<file path="src/b64lw_pkg.sv">
// Shared types and constants for the base64 encoder with line wrap.
// No dependencies; every other file in src refers to it by scoped name.
package b64lw_pkg;

  typedef struct packed {
    logic       kind;
    logic [7:0] data_byte;
  } in_t;

  typedef struct packed {
    logic [7:0] out_char;
    logic       last;
  } out_t;

  // Group kinds handed from front to back
  localparam logic [1:0] JOB_FULL = 2'd0;  // four symbols
  localparam logic [1:0] JOB_PAD1 = 2'd1;  // three symbols and one pad
  localparam logic [1:0] JOB_PAD2 = 2'd2;  // two symbols and two pads

  typedef struct packed {
    logic [23:0] bits;
    logic [1:0]  kind;
    logic        nl;
  } job_t;

  localparam logic       KIND_DATA  = 1'b0;
  localparam logic       KIND_FLUSH = 1'b1;
  localparam logic [7:0] PAD_CHAR   = 8'h3D;
  localparam logic [7:0] NL_CHAR    = 8'h0A;
  localparam logic [7:0] GPL_RESET  = 8'd18;
  localparam logic [7:0] GOL_MAX    = 8'd255;

  // Standard alphabet: A-Z, a-z, 0-9, '+', '/'
  function automatic logic [7:0] b64_sym(input logic [5:0] v);
    logic [7:0] r;
    if (v < 6'd26) begin
      r = 8'h41 + {2'b00, v};
    end else if (v < 6'd52) begin
      r = 8'h61 + {2'b00, v} - 8'd26;
    end else if (v < 6'd62) begin
      r = 8'h30 + {2'b00, v} - 8'd52;
    end else if (v == 6'd62) begin
      r = 8'h2B;
    end else begin
      r = 8'h2F;
    end
    return r;
  endfunction

endpackage

</file>
<file path="src/base64_encoder_line_wrap_core.sv">
// Base64 encoder with line wrap: top level joining front end, queue and back end.
// Throughput: input words at one per cycle while the queue has room; the output port
// sends one character per cycle while out_ready allows; a group of three bytes gives 4 or 5 characters.
// Reset (rst, synchronous): empties the queue, clears pending bytes and line position,
// and sets groups_per_line to 18.
module base64_encoder_line_wrap_core #(
  parameter int QUEUE_DEPTH = 4
) (
  input  logic             clk,
  input  logic             rst,
  input  logic             in_valid,
  output logic             in_ready,
  input  b64lw_pkg::in_t   in_data,
  output logic             out_valid,
  input  logic             out_ready,
  output b64lw_pkg::out_t  out_data,
  input  logic             cfg_write,
  input  logic [7:0]       cfg_data
);

  logic            push, pop, q_empty, q_full;
  b64lw_pkg::job_t push_job, head;

  b64lw_front u_front (
    .clk       (clk),
    .rst       (rst),
    .in_valid  (in_valid),
    .in_ready  (in_ready),
    .in_data   (in_data),
    .cfg_write (cfg_write),
    .cfg_data  (cfg_data),
    .q_full    (q_full),
    .push      (push),
    .push_job  (push_job)
  );

  b64lw_queue #(
    .DEPTH (QUEUE_DEPTH)
  ) u_queue (
    .clk      (clk),
    .rst      (rst),
    .push     (push),
    .push_job (push_job),
    .pop      (pop),
    .head     (head),
    .empty    (q_empty),
    .full     (q_full)
  );

  b64lw_back u_back (
    .clk       (clk),
    .rst       (rst),
    .head      (head),
    .empty     (q_empty),
    .pop       (pop),
    .out_valid (out_valid),
    .out_ready (out_ready),
    .out_data  (out_data)
  );

endmodule

</file>
<file path="src/b64lw_front.sv">
// Front end: accepts words, holds pending bytes and the line position,
// and posts one group description per completed or flushed group. Uses b64lw_pkg.
module b64lw_front (
  input  logic             clk,
  input  logic             rst,
  input  logic             in_valid,
  output logic             in_ready,
  input  b64lw_pkg::in_t   in_data,
  input  logic             cfg_write,
  input  logic [7:0]       cfg_data,
  input  logic             q_full,
  output logic             push,
  output b64lw_pkg::job_t  push_job
);

  logic [7:0]  groups_per_line;
  logic [15:0] held_bytes, held_bytes_next;
  logic [1:0]  held_count, held_count_next;
  logic [7:0]  groups_on_line, groups_on_line_next;
  logic [7:0]  gol_inc;
  logic        accept;

  assign in_ready = !q_full;
  assign accept   = in_valid && in_ready;
  assign gol_inc  = (groups_on_line == b64lw_pkg::GOL_MAX) ? groups_on_line
                                                          : groups_on_line + 8'd1;

  always_comb begin
    held_bytes_next     = held_bytes;
    held_count_next     = held_count;
    groups_on_line_next = groups_on_line;
    push                = 1'b0;
    push_job.bits       = {held_bytes, in_data.data_byte};
    push_job.kind       = b64lw_pkg::JOB_FULL;
    push_job.nl         = 1'b0;
    if (accept) begin
      if (in_data.kind == b64lw_pkg::KIND_DATA) begin
        if (held_count < 2'd2) begin
          held_bytes_next = {held_bytes[7:0], in_data.data_byte};
          held_count_next = held_count + 2'd1;
        end else begin
          push                = 1'b1;
          push_job.nl         = (gol_inc >= groups_per_line);
          groups_on_line_next = push_job.nl ? 8'd0 : gol_inc;
          held_bytes_next     = 16'd0;
          held_count_next     = 2'd0;
        end
      end else begin
        push        = (held_count != 2'd0);
        push_job.nl = (groups_on_line != 8'd0);
        if (held_count == 2'd1) begin
          push_job.bits = {held_bytes[7:0], 16'd0};
          push_job.kind = b64lw_pkg::JOB_PAD2;
        end else begin
          push_job.bits = {held_bytes, 8'd0};
          push_job.kind = b64lw_pkg::JOB_PAD1;
        end
        held_bytes_next     = 16'd0;
        held_count_next     = 2'd0;
        groups_on_line_next = 8'd0;
      end
    end
  end

  always_ff @(posedge clk) begin
    if (rst) begin
      groups_per_line <= b64lw_pkg::GPL_RESET;
      held_bytes      <= 16'd0;
      held_count      <= 2'd0;
      groups_on_line  <= 8'd0;
    end else begin
      if (cfg_write) begin
        groups_per_line <= cfg_data;
      end
      held_bytes     <= held_bytes_next;
      held_count     <= held_count_next;
      groups_on_line <= groups_on_line_next;
    end
  end

  // a posted group always leaves nothing pending
  assert property (@(posedge clk) disable iff (rst) push |=> held_count == 2'd0)
    else $error("pending bytes survive a posted group");
  assert property (@(posedge clk) disable iff (rst) held_count != 2'd3)
    else $error("pending byte count out of range");

endmodule

</file>
<file path="src/b64lw_queue.sv">
// Short queue of group descriptions between front and back end.
// Uses b64lw_pkg for the entry type.
module b64lw_queue #(
  parameter int DEPTH = 4
) (
  input  logic             clk,
  input  logic             rst,
  input  logic             push,
  input  b64lw_pkg::job_t  push_job,
  input  logic             pop,
  output b64lw_pkg::job_t  head,
  output logic             empty,
  output logic             full
);

  localparam int PTR_W = (DEPTH > 1) ? $clog2(DEPTH) : 1;
  localparam int CNT_W = $clog2(DEPTH + 1);

  b64lw_pkg::job_t mem [DEPTH];
  logic [PTR_W-1:0] wr_ptr, rd_ptr;
  logic [CNT_W-1:0] count;

  assign empty = (count == CNT_W'(0));
  assign full  = (count == CNT_W'(DEPTH));
  assign head  = mem[rd_ptr];

  always_ff @(posedge clk) begin
    if (push) begin
      mem[wr_ptr] <= push_job;
    end
  end

  always_ff @(posedge clk) begin
    if (rst) begin
      wr_ptr <= '0;
      rd_ptr <= '0;
      count  <= '0;
    end else begin
      if (push) begin
        wr_ptr <= (wr_ptr == PTR_W'(DEPTH - 1)) ? '0 : wr_ptr + PTR_W'(1);
      end
      if (pop) begin
        rd_ptr <= (rd_ptr == PTR_W'(DEPTH - 1)) ? '0 : rd_ptr + PTR_W'(1);
      end
      if (push && !pop) begin
        count <= count + CNT_W'(1);
      end else if (pop && !push) begin
        count <= count - CNT_W'(1);
      end
    end
  end

  assert property (@(posedge clk) disable iff (rst) !(push && full))
    else $error("write into a full queue");
  assert property (@(posedge clk) disable iff (rst) !(pop && empty))
    else $error("read from an empty queue");

endmodule

</file>
<file path="src/b64lw_back.sv">
// Back end: expands the head group into characters, one per cycle while out_ready
// allows, into a registered output stage. Uses b64lw_pkg.
module b64lw_back (
  input  logic             clk,
  input  logic             rst,
  input  b64lw_pkg::job_t  head,
  input  logic             empty,
  output logic             pop,
  output logic             out_valid,
  input  logic             out_ready,
  output b64lw_pkg::out_t  out_data
);

  logic [2:0] pos;
  logic [2:0] nsym;
  logic [5:0] six;
  logic [7:0] ch;
  logic       is_last;
  logic       advance;

  always_comb begin
    case (head.kind)
      b64lw_pkg::JOB_FULL: nsym = 3'd4;
      b64lw_pkg::JOB_PAD1: nsym = 3'd3;
      b64lw_pkg::JOB_PAD2: nsym = 3'd2;
      default:             nsym = 3'd4;
    endcase
    case (pos)
      3'd0:    six = head.bits[23:18];
      3'd1:    six = head.bits[17:12];
      3'd2:    six = head.bits[11:6];
      default: six = head.bits[5:0];
    endcase
    if (pos == 3'd4) begin
      ch = b64lw_pkg::NL_CHAR;
    end else if (pos < nsym) begin
      ch = b64lw_pkg::b64_sym(six);
    end else begin
      ch = b64lw_pkg::PAD_CHAR;
    end
    is_last = head.nl ? (pos == 3'd4) : (pos == 3'd3);
  end

  assign advance = !empty && (!out_valid || out_ready);
  assign pop     = advance && is_last;

  always_ff @(posedge clk) begin
    if (advance) begin
      out_data.out_char <= ch;
      out_data.last     <= is_last;
    end
  end

  always_ff @(posedge clk) begin
    if (rst) begin
      out_valid <= 1'b0;
      pos       <= 3'd0;
    end else begin
      if (advance) begin
        out_valid <= 1'b1;
        pos       <= is_last ? 3'd0 : pos + 3'd1;
      end else if (out_ready) begin
        out_valid <= 1'b0;
      end
    end
  end

  // a group's last word always carries the last flag
  assert property (@(posedge clk) disable iff (rst) pop |=> out_valid && out_data.last)
    else $error("group released without a last word");
  assert property (@(posedge clk) disable iff (rst) pos <= 3'd4)
    else $error("character position out of range");

endmodule

</file>
<file path="config.mk">
export PLATFORM = sky130hd
export DESIGN_NAME = base64_encoder_line_wrap_core
export DESIGN_NICKNAME = d
export VERILOG_FILES = /design/src/b64lw_pkg.sv /design/src/base64_encoder_line_wrap_core.sv /design/src/b64lw_front.sv /design/src/b64lw_queue.sv /design/src/b64lw_back.sv
export SDC_FILE = /design/constraint.sdc
export NUM_CORES = 1
export LEC_CHECK = 0
export BUFFER_PORTS_ARGS = -buffer_cell sky130_fd_sc_hd__buf_4
export CAP_MARGIN = 20
export CORE_MARGIN = 2
export CORE_UTILIZATION = 35
export DETAILED_ROUTE_END_ITERATION = 10
export PLACE_DENSITY_LB_ADDON = 0.3
export SLEW_MARGIN = 40
export SYNTH_ARGS = -nofsm -noshare
export SYNTH_HDL_FRONTEND = slang
export SYNTH_HIERARCHICAL = 1
export SYNTH_SLANG_ARGS = --single-unit
</file>
<file path="constraint.sdc">
create_clock -name clk -period 3.7 [get_ports clk]
set_input_delay 0.37 -clock clk [delete_from_list [all_inputs] [get_ports clk]]
set_output_delay 0.37 -clock clk [all_outputs]
set_load 0.005 [all_outputs]
</file>
==> results.py <==
metrics = {
    "cts": {
        "ctsLongestPathBuffers": 2,
        "cts_resized": 0,
        "cts_tree": "yes",
        "root_buffer": "clkbuf_16",
        "cts_sinks": 164,
        "htree_num_levels": 4,
        "post_cts_buffers": 0,
        "cts.clk_slew.worst_paths_ps": 70,
        "hold_buffers": 0,
        "insertion_delay_ps": 420,
        "numCtsBuffers": 17,
    },
    "power": {
        "power.internal_uw": 3320,
        "vdd_drop_max_mv": 0.371,
        "leakage_uw": 0.00313,
        "power.density_mw_per_mm2": 504,
        "p_sw_uw": 1090,
        "p_clk_share_pct": 41.8,
        "pwr-share-comb_pct": 12.2,
        "swShare_pct": 24.8,
        "power_frac_seq_pct": 46.0,
    },
    "logic_synthesis": {
        "synth_top_area_cell": "edfxtp_1",
        "yosys-top-cells-area": "edfxtp_1 46%, dfxtp_1 12%, mux4_2 5.9%, ha_1 4.3%, mux4_1 2.4%",
        "synth_warnings": 6,
        "synth_top_area_share_pct": 46.4,
        "yosys_register_bits": 164,
        "synth_edf_count": 117,
        "yosysSeqAreaShare_pct": 58.8,
        "syn_nets": 603,
        "syn_inst": 554,
        "synth.avg_cell_area_sq_um": 13.7,
        "synth_area_sq_mm": 0.00758,
        "synth_cell_type_count": 76,
        "synthFlopType": "edfxtp_1",
        "async_flop_share_pct": 0,
    },
    "routing": {
        "wirelength_mm": 15.5,
        "routedWlPerCell_um": 17.6,
        "vias": 4751,
        "viasPerCell": 5.39,
        "drt_first_pass_iters": 4,
        "drc": 0,
        "initialDrtViolationCount": 296,
        "ant_nets": 0,
    },
    "critical_path": {
        "cp_slowest_stage_delay_ps": 560,
        "critPathSlowestCell": "a222oi_1",
        "start_kind": "flip-flop",
        "crit_chain": "buf_12 > mux4_2 > a222oi_1 > and3_4 > nor2_2 > ha_1 > o211ai_1 > or3_1 > a31oi_1 > o41ai_2",
        "endpoint_kind": "flip-flop",
        "rr_worst_depth": 10,
        "reg2reg_slack_ps": 340,
        "path_class": "flip-flop to flip-flop",
        "endpoint": "u_back/out_data[2]$_SDFFCE_PP1P_",
        "reg2reg_to": "u_back/out_data[2]$_SDFFCE_PP1P_",
        "worst_ep_required_time_ps": 3870,
        "worstPathMaxFanout": 27,
        "critPathArrivalTime_ps": 3530,
    },
    "outcome": {
        "status": "completed",
    },
    "global_routing": {
        "grt_usage_pct": 14.6,
        "grt_pass1_wl_mm": 25.2,
        "grt_pass1_vias": 4786,
        "grt_max_degree": 43,
        "grt-ovfl-total": 0,
        "antenna_found_initial": 0,
    },
    "placement": {
        "place_congestion": 0.875,
        "portBuffers": 32,
        "placed_area_sq_mm": 0.00812,
        "preCtsSetupSlack_ps": 370,
        "dp_cells": 850,
        "dp_hpwl_mm": 10.6,
    },
    "floorplanning": {
        "die_w_um": 151,
        "die_y_um": 151,
        "initial_utilization_pct": 35.8,
        "core_area_sq_mm": 0.0212,
        "ios": 33,
        "dieArea_sq_mm": 0.0228,
        "num_rows": 53,
    },
    "timing": {
        "post-route-period-util_pct": 90.9,
        "drv_slew": 0,
        "rsz0062_at_grt": "false",
        "layout_setup_ws_ps": 336,
        "tns_ps": 0,
        "tightest_slew_ps": 754,
        "max_freq_mhz": 297,
        "slew-limit-headroom_pct": 49.4,
        "fin_worst_skew_ps": 10.7,
        "min_period_ps": 3360,
        "finalSetupViolCount": 0,
        "hold_viol_final": 0,
    },
    "final_layout": {
        "utilization_pct": 41.3,
        "drive_gt1_share_pct": 21.7,
        "nFillCells": 1907,
        "nets": 643,
        "fin_cells": 882,
        "final_cell_area_sq_mm": 0.00874,
        "diodes": 0,
        "synthToLayoutAreaGrowth_pct": 15.4,
    },
    "run": {
        "maxCapViolCount": 0,
    },
    "min_path": {
        "min_path_type": "primary input to flip-flop",
    },
}
worst max-delay path: cells and delay by family, from the launching register on:
kind            cells  cell delay [ps]
simple gates        3              690
buf+inv             1              240
mux                 1              530
fa+ha+maj           1              310
flops               1              350
compound gates      4              980
registers in the layout, indices dropped and copies added (netlist names), named ones only:
register and cells:
u_back/out_valid 1, u_front/groups_per_line 8, u_front/held_bytes 16, u_queue/rd_ptr 2
u_back/pos 3, u_back/out_data 9, u_queue/wr_ptr 2, u_front/groups_on_line 8
u_queue/mem 108, u_front/held_count 2, u_queue/count 3
cell type report:
| cell class | count | area (sq um) | share of cell area, % |
|---|---|---|---|
| flip-flops and latches | 164 | 4450 | 50.9 |
| clock inverters | 14 | 195 | 2.23 |
| well taps | 275 | 344 | 3.94 |
| repair buffers | 46 | 358 | 4.09 |
| clock buffers | 18 | 429 | 4.91 |
| inverters | 23 | 86.3 | 0.987 |
| multi-input cells | 342 | 2880 | 32.9 |
per-layer routing:
metal  wire (um)  share of wire [%]  track usage [%]
met5           0                  0                0
met4         264                1.7             4.72
met3         721                4.6             3.80
met2        7680                 50             24.8
met1        6850                 44             18.1
worst min-delay path by stage:
stage                     cells after the start  slack [ps]                                     from                                      end
final                                         3         160                              cfg_data[1]  u_front/groups_per_line[1]$_SDFFE_PP1P_
after global routing                          3         170                              cfg_data[1]  u_front/groups_per_line[1]$_SDFFE_PP1P_
after CTS                                     3         150                              cfg_data[1]  u_front/groups_per_line[1]$_SDFFE_PP1P_
after detailed placement                      2         490  u_front/groups_per_line[7]$_SDFFE_PP0P_  u_front/groups_per_line[7]$_SDFFE_PP0P_
after global placement                        2         480            u_queue/count[2]$_SDFFE_PP0P_            u_queue/count[2]$_SDFFE_PP0P_
after floorplan                               1         440                                      rst            u_back/out_valid$_SDFFE_PP0P_
through the flow:
stage	hold WS, ps	power [uW]
global placement	476	2600
floorplan	439	2450
CTS	151	4450
finish	164	4410
global route	172	4600
detailed placement	491	2600
cells by family (layout without fill, tap and decap cells):
family                     count (synthesis)  after routing  share of synthesized area, %
and+or+nand+nor                          155            155                          11.0
xor gates and xnor gates                   4              4                         0.462
adders and majority gates                 27             27                          4.56
DFF                                      164            164                          58.8
AOI/OAI and AO/OA                        104            104                          10.0
other                                      1              1                        0.0495
buffers and inverters                     48            101                          3.34
muxes                                     51             51                          11.7
Yosys cell counts, types with 9 or more instances:
master	count
mux4_2	20
dfxtp_1	47
nor3_1	9
nor2_1	45
and2_1	15
mux2i_1	12
nand2_1	22
ha_1	26
nor2b_1	13
a22oi_1	17
a21oi_1	18
edfxtp_1	117
clkbuf_1	10
a31oi_1	11
inv_1	22
nand3_1	9
mux2_2	12
cells in the final DEF, fill, tap and decap left out, drive strengths merged, types with 8 or more instances in the layout:
master	n
a21oi	19
a22oi	17
a31oi	11
and2	17
buf	46
clkbuf	18
dfxtp	47
edfxtp	117
ha	26
inv	28
mux2	12
mux2i	12
mux4	27
nand2	23
nand3	9
nor2	47
nor2b	14
nor3	12
o211ai	8
o21ai	10
power by group through the flow:
stage          registers [uW]  logic [uW]  clock network, uW
2_1_floorplan            2060         387                  0
3_3_place_gp             2070         531                  0
3_5_place_dp             2070         532                  0
4_1_cts                  2030         536               1890
5_1_grt                  2030         599               1970
6_report                 2030         539               1840
(Power assumes the default switching activity.)
